[src/sv/btr_pkg.sv]
package btr_pkg;

    // Font store geometry.
    localparam int STORE_DEPTH   = 768;
    localparam int FONT_ADDR_W   = 10;
    // Holds glyph * GLYPH_HEIGHT + row up to 4095; larger products are truncated.
    localparam int GLYPH_ADDR_W  = 12;
    localparam logic [7:0] FIRST_CODE = 8'h20;

    // Input item operations.
    localparam logic OP_LOAD = 1'b0;
    localparam logic OP_DRAW = 1'b1;

    // Default geometry of the font.
    localparam int DEF_GLYPH_WIDTH  = 8;
    localparam int DEF_GLYPH_HEIGHT = 8;
    localparam int DEF_GLYPH_COUNT  = 96;

    // Configuration register map.
    localparam int CFG_INDEX_W = 2;
    localparam int CFG_DATA_W  = 16;
    localparam logic [CFG_INDEX_W-1:0] CFG_FG_COLOR     = 2'd0;
    localparam logic [CFG_INDEX_W-1:0] CFG_IMAGE_WIDTH  = 2'd1;
    localparam logic [CFG_INDEX_W-1:0] CFG_IMAGE_HEIGHT = 2'd2;

    localparam logic [15:0] RST_FG_COLOR     = 16'h0000;
    localparam logic [7:0]  RST_IMAGE_WIDTH  = 8'd128;
    localparam logic [7:0]  RST_IMAGE_HEIGHT = 8'd128;

    typedef struct packed {
        logic capture;     // draw item transfer: hold its fields
        logic load_write;  // load item transfer: write the font store
        logic start;       // resolve origin and cursor
        logic prep;        // first row read, row base
        logic load_row;    // take the first glyph row
        logic emit;        // put one pixel into the output register
        logic row_end;     // emitted pixel closes a glyph row
        logic last;        // emitted pixel closes the character
    } t_dp_cmd;

    typedef struct packed {
        logic drop;        // character produces no pixels
        logic out_free;    // output register can take a pixel
    } t_dp_status;

endpackage

[src/sv/btr_ctrl.sv]
module btr_ctrl #(
    parameter int GLYPH_WIDTH  = btr_pkg::DEF_GLYPH_WIDTH,
    parameter int GLYPH_HEIGHT = btr_pkg::DEF_GLYPH_HEIGHT
) (
    input  logic               i_clk,
    input  logic               i_rst_n,
    input  logic               i_in_valid,
    input  logic               i_operation,
    output logic               o_in_ready,
    output btr_pkg::t_dp_cmd   o_cmd,
    input  btr_pkg::t_dp_status i_status
);

    localparam int CW = (GLYPH_WIDTH > 1) ? $clog2(GLYPH_WIDTH) : 1;
    localparam int PW = (GLYPH_HEIGHT > 1) ? $clog2(GLYPH_HEIGHT) : 1;

    typedef enum logic [2:0] {
        ST_IDLE,
        ST_START,
        ST_PREP,
        ST_LOAD,
        ST_PIX
    } t_state;

    t_state        r_state;
    t_state        n_state;
    logic [CW-1:0] r_col;
    logic [CW-1:0] n_col;
    logic [PW-1:0] r_row;
    logic [PW-1:0] n_row;
    logic          w_accept;
    logic          w_draw;
    logic          w_row_end;
    logic          w_last;

    assign o_in_ready = (r_state == ST_IDLE);
    assign w_accept   = i_in_valid && o_in_ready;
    assign w_draw     = (i_operation == btr_pkg::OP_DRAW);
    assign w_row_end  = (r_col == CW'(GLYPH_WIDTH - 1));
    assign w_last     = w_row_end && (r_row == PW'(GLYPH_HEIGHT - 1));

    always_comb begin
        n_state = r_state;
        n_col   = r_col;
        n_row   = r_row;
        o_cmd   = '0;
        o_cmd.capture    = w_accept && w_draw;
        o_cmd.load_write = w_accept && !w_draw;
        case (r_state)
            ST_IDLE: begin
                if (w_accept && w_draw) begin
                    n_state = ST_START;
                end
            end
            ST_START: begin
                o_cmd.start = 1'b1;
                n_state = i_status.drop ? ST_IDLE : ST_PREP;
            end
            ST_PREP: begin
                o_cmd.prep = 1'b1;
                n_state = ST_LOAD;
            end
            ST_LOAD: begin
                o_cmd.load_row = 1'b1;
                n_col   = '0;
                n_row   = '0;
                n_state = ST_PIX;
            end
            ST_PIX: begin
                if (i_status.out_free) begin
                    o_cmd.emit    = 1'b1;
                    o_cmd.row_end = w_row_end;
                    o_cmd.last    = w_last;
                    if (w_last) begin
                        n_state = ST_IDLE;
                    end else if (w_row_end) begin
                        n_col = '0;
                        n_row = r_row + 1'b1;
                    end else begin
                        n_col = r_col + 1'b1;
                    end
                end
            end
            default: begin
                n_state = ST_IDLE;
            end
        endcase
    end

    always_ff @(posedge i_clk) begin
        if (!i_rst_n) begin
            r_state <= ST_IDLE;
            r_col   <= '0;
            r_row   <= '0;
        end else begin
            r_state <= n_state;
            r_col   <= n_col;
            r_row   <= n_row;
        end
    end

endmodule

[config.mk]
export PLATFORM = sky130hd
export DESIGN_NAME = btr_ctrl
export DESIGN_NICKNAME = d
export VERILOG_FILES = /design/src/sv/btr_pkg.sv /design/src/sv/btr_ctrl.sv
export SDC_FILE = /design/constraint.sdc
export NUM_CORES = 1
export LEC_CHECK = 0
export BUFFER_PORTS_ARGS = -buffer_cell sky130_fd_sc_hd__buf_2
export CORE_AREA = 2 2 39 41
export CTS_CLUSTER_DIAMETER = 100
export DETAILED_ROUTE_END_ITERATION = 10
export DIE_AREA = 0 0 41 43
export GPL_TIMING_DRIVEN = 0
export PLACE_DENSITY = 0.66
export SETUP_SLACK_MARGIN = 0.4
export SLEW_MARGIN = 15
export SYNTH_ARGS = -nofsm -noshare
export SYNTH_HDL_FRONTEND = slang
export SYNTH_SLANG_ARGS = --single-unit
[constraint.sdc]
create_clock -name i_clk -period 1.35 [get_ports i_clk]
set_input_delay 0 -clock i_clk [delete_from_list [all_inputs] [get_ports i_clk]]
set_output_delay 0 -clock i_clk [all_outputs]
set_load 0.02 [all_outputs]
---- After elaboration in Yosys (flattened, before gate mapping) ----
Cells that the tools add are included.
Widths: inputs -> output; s select.
word-level totals
  latch bits .............................. 0
  ROM bits ................................ 0
  input port bits ......................... 6
  RAM bits ................................ 0
  output and inout bits ................... 9
  bits in registers ....................... 9
  memories ................................ 0
  logic and storage cells ................. 44
cells by class
  add/subtract/negate cells ............... 2
  equal/unequal tests ..................... 11
  div/mod/pow operators ................... 0
  $lt $le $gt $ge ......................... 0
  reductions and logical operators ........ 10
  shifts and indexed selects .............. 0
  multiply operators ...................... 0
  bitwise gates (word level) .............. 0
  muxes and demuxes ....................... 18
operator list
  operator             count
  $mux 3               11
  $pmux 3 s5           1
  $pmux 3 s2           2
  $eq 3x3->1 const B   3
  $ne 2x2->1 const B   4
  $add 3x1->3 const B  2
  $eq 3x2->1 const B   2
  $reduce_and 3->1     2
  $logic_and 1x1->1    4
  $reduce_and 4->1     1
  $eq 3x1->1 const B   1
  $logic_not 3->1      1
  $mux 1               3
  $mux 2               1
  $ne 2x1->1 const B   1
  $reduce_bool 2->1    1
  $logic_not 1->1      1

---- Logic depth before layout (Yosys ltp) ----
Gate-level depths: netlist (run 1).
  word-level depth ........................ 5
  mapped depth ............................ 5
  mapped depth without buffers ............ 5

---- Worst setup path before layout (run 1) ----
Ideal clock, no wire load.
  path kind ............................... flip-flop to output port
  start point ............................. register r_state[1]
  end point ............................... output o_cmd[6] (netlist name)
  required time ........................... 1350 ps
  data arrival time ....................... 1383 ps
  path slack .............................. -33 ps
  path buffers ............................ 1
  cell stages (with the launch flop) ...... 4
  path through ............................ dfxtp_1 -> buf_4 -> nor3_1 -> and3b_1
RTL lines
  what                    RTL line        source
  from (decl)             btr_ctrl.sv:25  t_state r_state;
  from (signal assigned)  btr_ctrl.sv:96  r_state <= n_state;
  to (decl)               btr_ctrl.sv:10  output btr_pkg::t_dp_cmd o_cmd,

==> impl_results.md, run 1 <==
* Final Hold Vio Count at 0
* DRT antenna net count at 0
* Die W at 41 µm
* Share of post-route cells with drive strength above 1 at 0.620
* Max-cap violation count at 0
* Htree depth at 1
* Post-synth ARST share at 0
* Min-delay worst type: input pin to register
* Vias in the first global route at 450
* Largest net degree at the start of global routing at 11
* Pleak at 0.000436 µW
* CP required at 1.35 ns
* Full die area at 0.00176 mm²
* Fin crit period at 1.35 ns
* Synth Flop Type: dfxtp_1
* Vias per cell at 5.33
* Final WL at 1.21 mm
* Share of the synthesized area in the top cell type at 0.321
* Final worst-path cycle share at 0.999
* Sequential fraction of the synthesis area at 0.321
* Dpl ws at 0.116 ns
* Netlist Area Pre-Place at 561 µm²
* Fillcell total at 119
* Worst-path clk slew at 0.06 ns
* DP HPWL at 842 µm
* Mapped Cells at 53
* CTS max path bufs at 2
* Highest clock rate at 741 MHz
* 1st-iter DRT viols at 3
* CTS tree: built
* CP Class: register to primary output
* Slew HR at 0.733
* CTS Hold Bufs at 0
* P&R area growth vs syn at 55.1%
* Synth cell types at 28
* Commonest cells in the netlist: dfxtp_1, nand3_1, ha_1, mux2i_1, nand2_1
* Status: finished, final reports clean
* Clock Skew at 0.00108 ns
* Post-Layout Cell Count at 95
* DR WL/cell at 12.7 µm
* Gr usage total at 0.161
* Sw power at 151 µW
* Seq pwr share at 0.459
* #FFs+latches synth at 9
* Worst EP arrival at 1.35 ns
* IO Pins at 15
* Drt first pass iters at 2
* Inserted Diodes at 0
* Total global routing overflow at 0
* Critical path startpoint category: register
* Critical path peak fanout at 5
* # DRC at 0
* Crit end category: primary output
* Switching share of power at 0.256
* Worst-Skew Late Latency at 0.27 ns
* Synth area leader: dfxtp_1
* EDFF count, synth at 0
* Row count at 14
* Starting Density at 0.405
* Sinks on Clock Net at 9
* Yosys warns at 0
* Mean area per synthesized cell at 10.6 µm²
* Power Dens Cells at 680 mW/mm²
* First-pass GRT wire length at 1.93 mm
* Worst-margin pin slew at 0.401 ns
* Dpl cells at 83
* Hold slack final at 0.0422 ns
* Maximum vdd drop at 0.513 mV
* Final core occ at 0.628
* Final worst-path setup slack at 0.000979 ns
* Port buffer count at 14
* Root Buffer: clkbuf_4
* Cell-internal power at 440 µW
* Logic pwr share at 0.176
* TritonCTS Buffers at 3
* Total negative slack at 0 ns
* Ranking of synthesized cells by area: dfxtp_1, ha_1, mux2i_1
* Antenna violations before repair at 0
* RSZ-0062 raised after global routing: yes
* Fin nets at 90
* Final Setup Violations at 0
* Vias at 506
* Mapped Nets at 63
* GP Congestion at 0.705
* Most common cell in the netlist: dfxtp_1
* Core Region at 0.00138 mm²
* Clk pwr share at 0.365
* Die H at 43 µm
* Final slew viol count at 0
[power by group through the flow]
stage               clock network (µW)  registers (µW)  logic [µW]
floorplan                            0             276        47.3
global placement                     0             276        71.0
detailed placement                   0             277        72.1
CTS                                216             271        90.3
global route                       234             271         111
finish                             216             271         104
[final cells by class]
| cell class | instances | area [µm²] | area share |
|---|---|---|---|
| Multi-Input combinational cell | 40 | 413 | 0.475 |
| Timing Repair Buffer | 22 | 188 | 0.216 |
| Sequential cell | 9 | 184 | 0.212 |
| Buffer | 3 | 35.0 | 0.0403 |
| Clock buffer | 4 | 26.3 | 0.0302 |
| Tap cell | 16 | 20.0 | 0.0230 |
| Inverter | 1 | 3.75 | 0.00432 |
[worst paths after layout]
| path | slack [ns] | depth (start not counted) | start | endpoint |
|---|---|---|---|---|
| worst max-delay path | 0.001 | 4 | r_state[1] | o_cmd[0] |
| worst min-delay path | 0.04 | 2 | i_rst_n | r_state[0] |
| worst max register to register | 0.04 | 5 | r_state[1] | r_col[1] |
| worst min register to register | 0.48 | 2 | r_row[1] | r_row[1] |
[cells in the final DEF, fill, tap and decap left out, types with 3 or more instances in the layout]
cell type,n
dfxtp_1,6
buf_6,6
dfxtp_2,3
buf_4,9
mux2i_1,4
ha_2,3
nand3_2,3
buf_2,7
clkbuf_4,3
nand3_1,4
[logic make-up (layout without fill, tap and decap cells)]
kind of cell / count (synthesis) / in the layout / share of synthesized area
flops: 9 / 9 / 0.321
buf+inv: 4 / 30 / 0.0625
fa+ha+maj: 4 / 4 / 0.0893
simple gates: 27 / 27 / 0.384
compound gates: 5 / 5 / 0.0714
mux: 4 / 4 / 0.0714
[sequential cells by signal, indices dropped and copies added (netlist names)]
| signal | cells |
|---|---|
| r_state | 3 |
| r_col | 3 |
| r_row | 3 |
[critical path, stage by stage (launching register included)]
cell      delay, ns
dfxtp_1        0.31
buf_6          0.12
and4bb_4       0.36
and3_4         0.18
buf_6          0.11
[stage by stage]
step                      instance area [µm²]  total power, µW
after floorplan                           608              324
after global placement                    698              347
after detailed placement                  698              349
after CTS                                 813              577
after global routing                      870              616
final                                     870              591
[timing repair]
| action | in CTS | in global routing |
|---|---|---|
| resized for setup | 13 | 6 |
| pin swaps | 4 | 6 |
| endpoints found under the setup margin | 17 | 18 |
| buffers inserted | 5 | 3 |
| hold endpoints to repair | 0 | 0 |
| cloned | 0 | 0 |
[routing by layer]
metal	share of wire	GRT usage	up-vias	routed length [µm]
met5	0	0	-	0
met4	0.018	0.0800	0	22
met3	0.031	0.0314	3	37
met2	0.50	0.241	9	606
met1	0.45	0.212	239	543
li1	-	-	255	-
(Power assumes the default switching activity.)
==> run 2: changes to the inputs <==
Settings changed: BUFFER_PORTS_ARGS -buffer_cell sky130_fd_sc_hd__buf_2 to default, CELL_PAD_IN_SITES_DETAIL_PLACEMENT from default to 1, CELL_PAD_IN_SITES_GLOBAL_PLACEMENT from default to 2, CORE_AREA 2 2 39 41 to 2 2 42 47, DIE_AREA 0 0 41 43 to 0 0 44 49, DONT_BUFFER_PORTS from default to 1, PLACE_DENSITY 0.66 to default, PLACE_DENSITY_LB_ADDON from default to 0.1.
==> run 2 against run 1 <==
Compared with the run above: first-iteration DRC count grew 67%; clock power shrank 5%; non-clock buffer count shrank 13; global-route usage shrank 1.3 points; hold slack lost 0.0030 ns; clock-buffer cell count is the same; cell count shrank 12%; final area shrank 10%; worst setup slack lost 0.00073 ns; total power shrank 5.3%; register-to-register slack is essentially flat; maximum frequency is essentially flat; critical endpoint unchanged; largest power group unchanged.
==> impl_results.md, run 2 (synthesized netlist as in run 1, its figures left out) <==
* Final Setup Violations at 0
* Final slew viol count at 0
* Inserted Diodes at 0
* Fin nets at 77
* Vias in the first global route at 505
* Reg2reg start: r_state[1]
* Final worst-path cycle share at 1.00
* Row count at 16
* Htree depth at 1
* CTS tree: built
* DP HPWL at 1.00 mm
* Highest clock rate at 741 MHz
* # DRC at 0
* Clock Skew at 0.00355 ns
* Die W at 44 µm
* HP Start: i_rst_n
* Fillcell total at 182
* Starting Density at 0.326
* Total negative slack at 0 ns
* Commonest non-fill, non-tap cell in the layout: nand3_1
* Critical path startpoint category: register
* Total global routing overflow at 0
* 1st-iter DRT viols at 5
* CP Launch Point: r_state[0]
* Largest net degree at the start of global routing at 11
* Final Hold Vio Count at 0
* Root Buffer: clkbuf_4
* Status: finished, final reports clean
* Critical path peak fanout at 6
* GP Congestion at 0.724
* Finished Cell Area at 779 µm²
* Reg area at 185 µm²
* Max-cap violation count at 0
* Crit path max-delay family: simple AND/OR/NAND/NOR gates
* CP required at 1.35 ns
* P&R area growth vs syn at 39.1%
* Reg2reg path depth at 6
* Full die area at 0.00216 mm²
* Final WL at 1.34 mm
* TritonCTS Buffers at 3
* Min-delay worst type: input pin to register
* Worst-margin pin slew at 0.433 ns
* Worst-path cell chain: buf_6 -> and4bb_4 -> and3_4
* Vias at 462
* Die H at 49 µm
* RSZ-0062 raised after global routing: yes
* DRT antenna net count at 0
* Worst-Skew Late Latency at 0.25 ns
* Multi-input gate area at 407 µm²
* Power Dens Cells at 719 mW/mm²
* Vias per cell at 5.50
* DR WL/cell at 16.0 µm
* Pleak at 0.000360 µW
* Share of post-route cells with drive strength above 1 at 0.485
* Port buffer count at 0
* Crit-path max cell delay at 0.42 ns
* Post-place instance area at 631 µm²
* Worst setup endpoint: o_cmd[0]
* Worst EP arrival at 1.35 ns
* Fin crit period at 1.35 ns
* First-pass GRT wire length at 2.33 mm
* Worst-path clk slew at 0.06 ns
* Slew HR at 0.710
* Maximum vdd drop at 0.472 mV
* CP Class: register to primary output
* FF-to-FF setup slack at 0.05 ns
* Gr usage total at 0.149
* Biggest regs: r_col x3, r_row x3, r_state x3
* Antenna violations before repair at 0
* Crit end category: primary output
* Core Region at 0.00172 mm²
* Most frequent cells in the layout: nand3_1, dlygate4sd3_1, dfxtp_1
* Bufs and invs on worst path at 1
* CTS max path bufs at 2
* Slowest stage cell, crit path: and4bb_4
* Drt first pass iters at 4
* Levels on crit path at 3
* Sinks on Clock Net at 9
* R2r endpoint: r_row[0]
* IO Pins at 15
## run 2: worst min-delay path by stage
stage / endpoint / slack, ns / cells after the start
floorplan: r_state[0] / 0.17 / 1
global placement: r_state[0] / 0.17 / 1
detailed placement: r_state[0] / 0.18 / 1
CTS: r_col[1] / 0.04 / 2
global route: r_col[1] / 0.03 / 2
finish: r_col[1] / 0.04 / 2
## run 2: area by class of cell
| class | instances | area share |
|---|---|---|
| clock buffer | 4 | 0.0337 |
| tap | 18 | 0.0289 |
| timing repair buffer | 9 | 0.128 |
| buffer | 3 | 0.0449 |
| sequential | 9 | 0.238 |
| multi-input combinational | 40 | 0.522 |
| inverter | 1 | 0.00482 |
## run 2: power breakdown
part	leakage [µW]	switching, µW	total [µW]	internal [µW]
Combinational	0.000270	40.9	83.3	42.4
Clock	0.0000150	92.1	206	114
Sequential	0.0000747	1.94	271	269
## run 2: what timing repair did
action / in CTS / in global routing
gates resized for setup: 11 / 1
hold endpoints to repair: 8 / 0
setup endpoints to repair: 17 / 17
hold buffers: 5 / 0
buffers inserted: 4 / 0
pin swaps: 7 / 1
## run 2: metrics by stage
stage / setup slack, ns / util / cells / power (µW) / hold slack, ns
final: 0.000250 / 0.453 / 84 / 560 / 0.0392
after detailed placement: 0.0633 / 0.366 / 71 / 331 / 0.179
after global routing: -0.0585 / 0.453 / 84 / 600 / 0.0321
after global placement: 0.108 / 0.366 / 71 / 328 / 0.174
after floorplan: 0.148 / - / 53 / 324 / 0.171
after CTS: -0.0103 / 0.452 / 84 / 571 / 0.0400
## run 2: metal layers
| metal | wire length [µm] | GRT usage | up-vias | part of all wire |
|---|---|---|---|---|
| met5 | 0 | 0 | - | 0 |
| met4 | 28 | 0.0758 | 0 | 0.021 |
| met3 | 57 | 0.0370 | 4 | 0.042 |
| met2 | 665 | 0.250 | 13 | 0.50 |
| met1 | 590 | 0.169 | 218 | 0.44 |
| li1 | - | - | 227 | - |
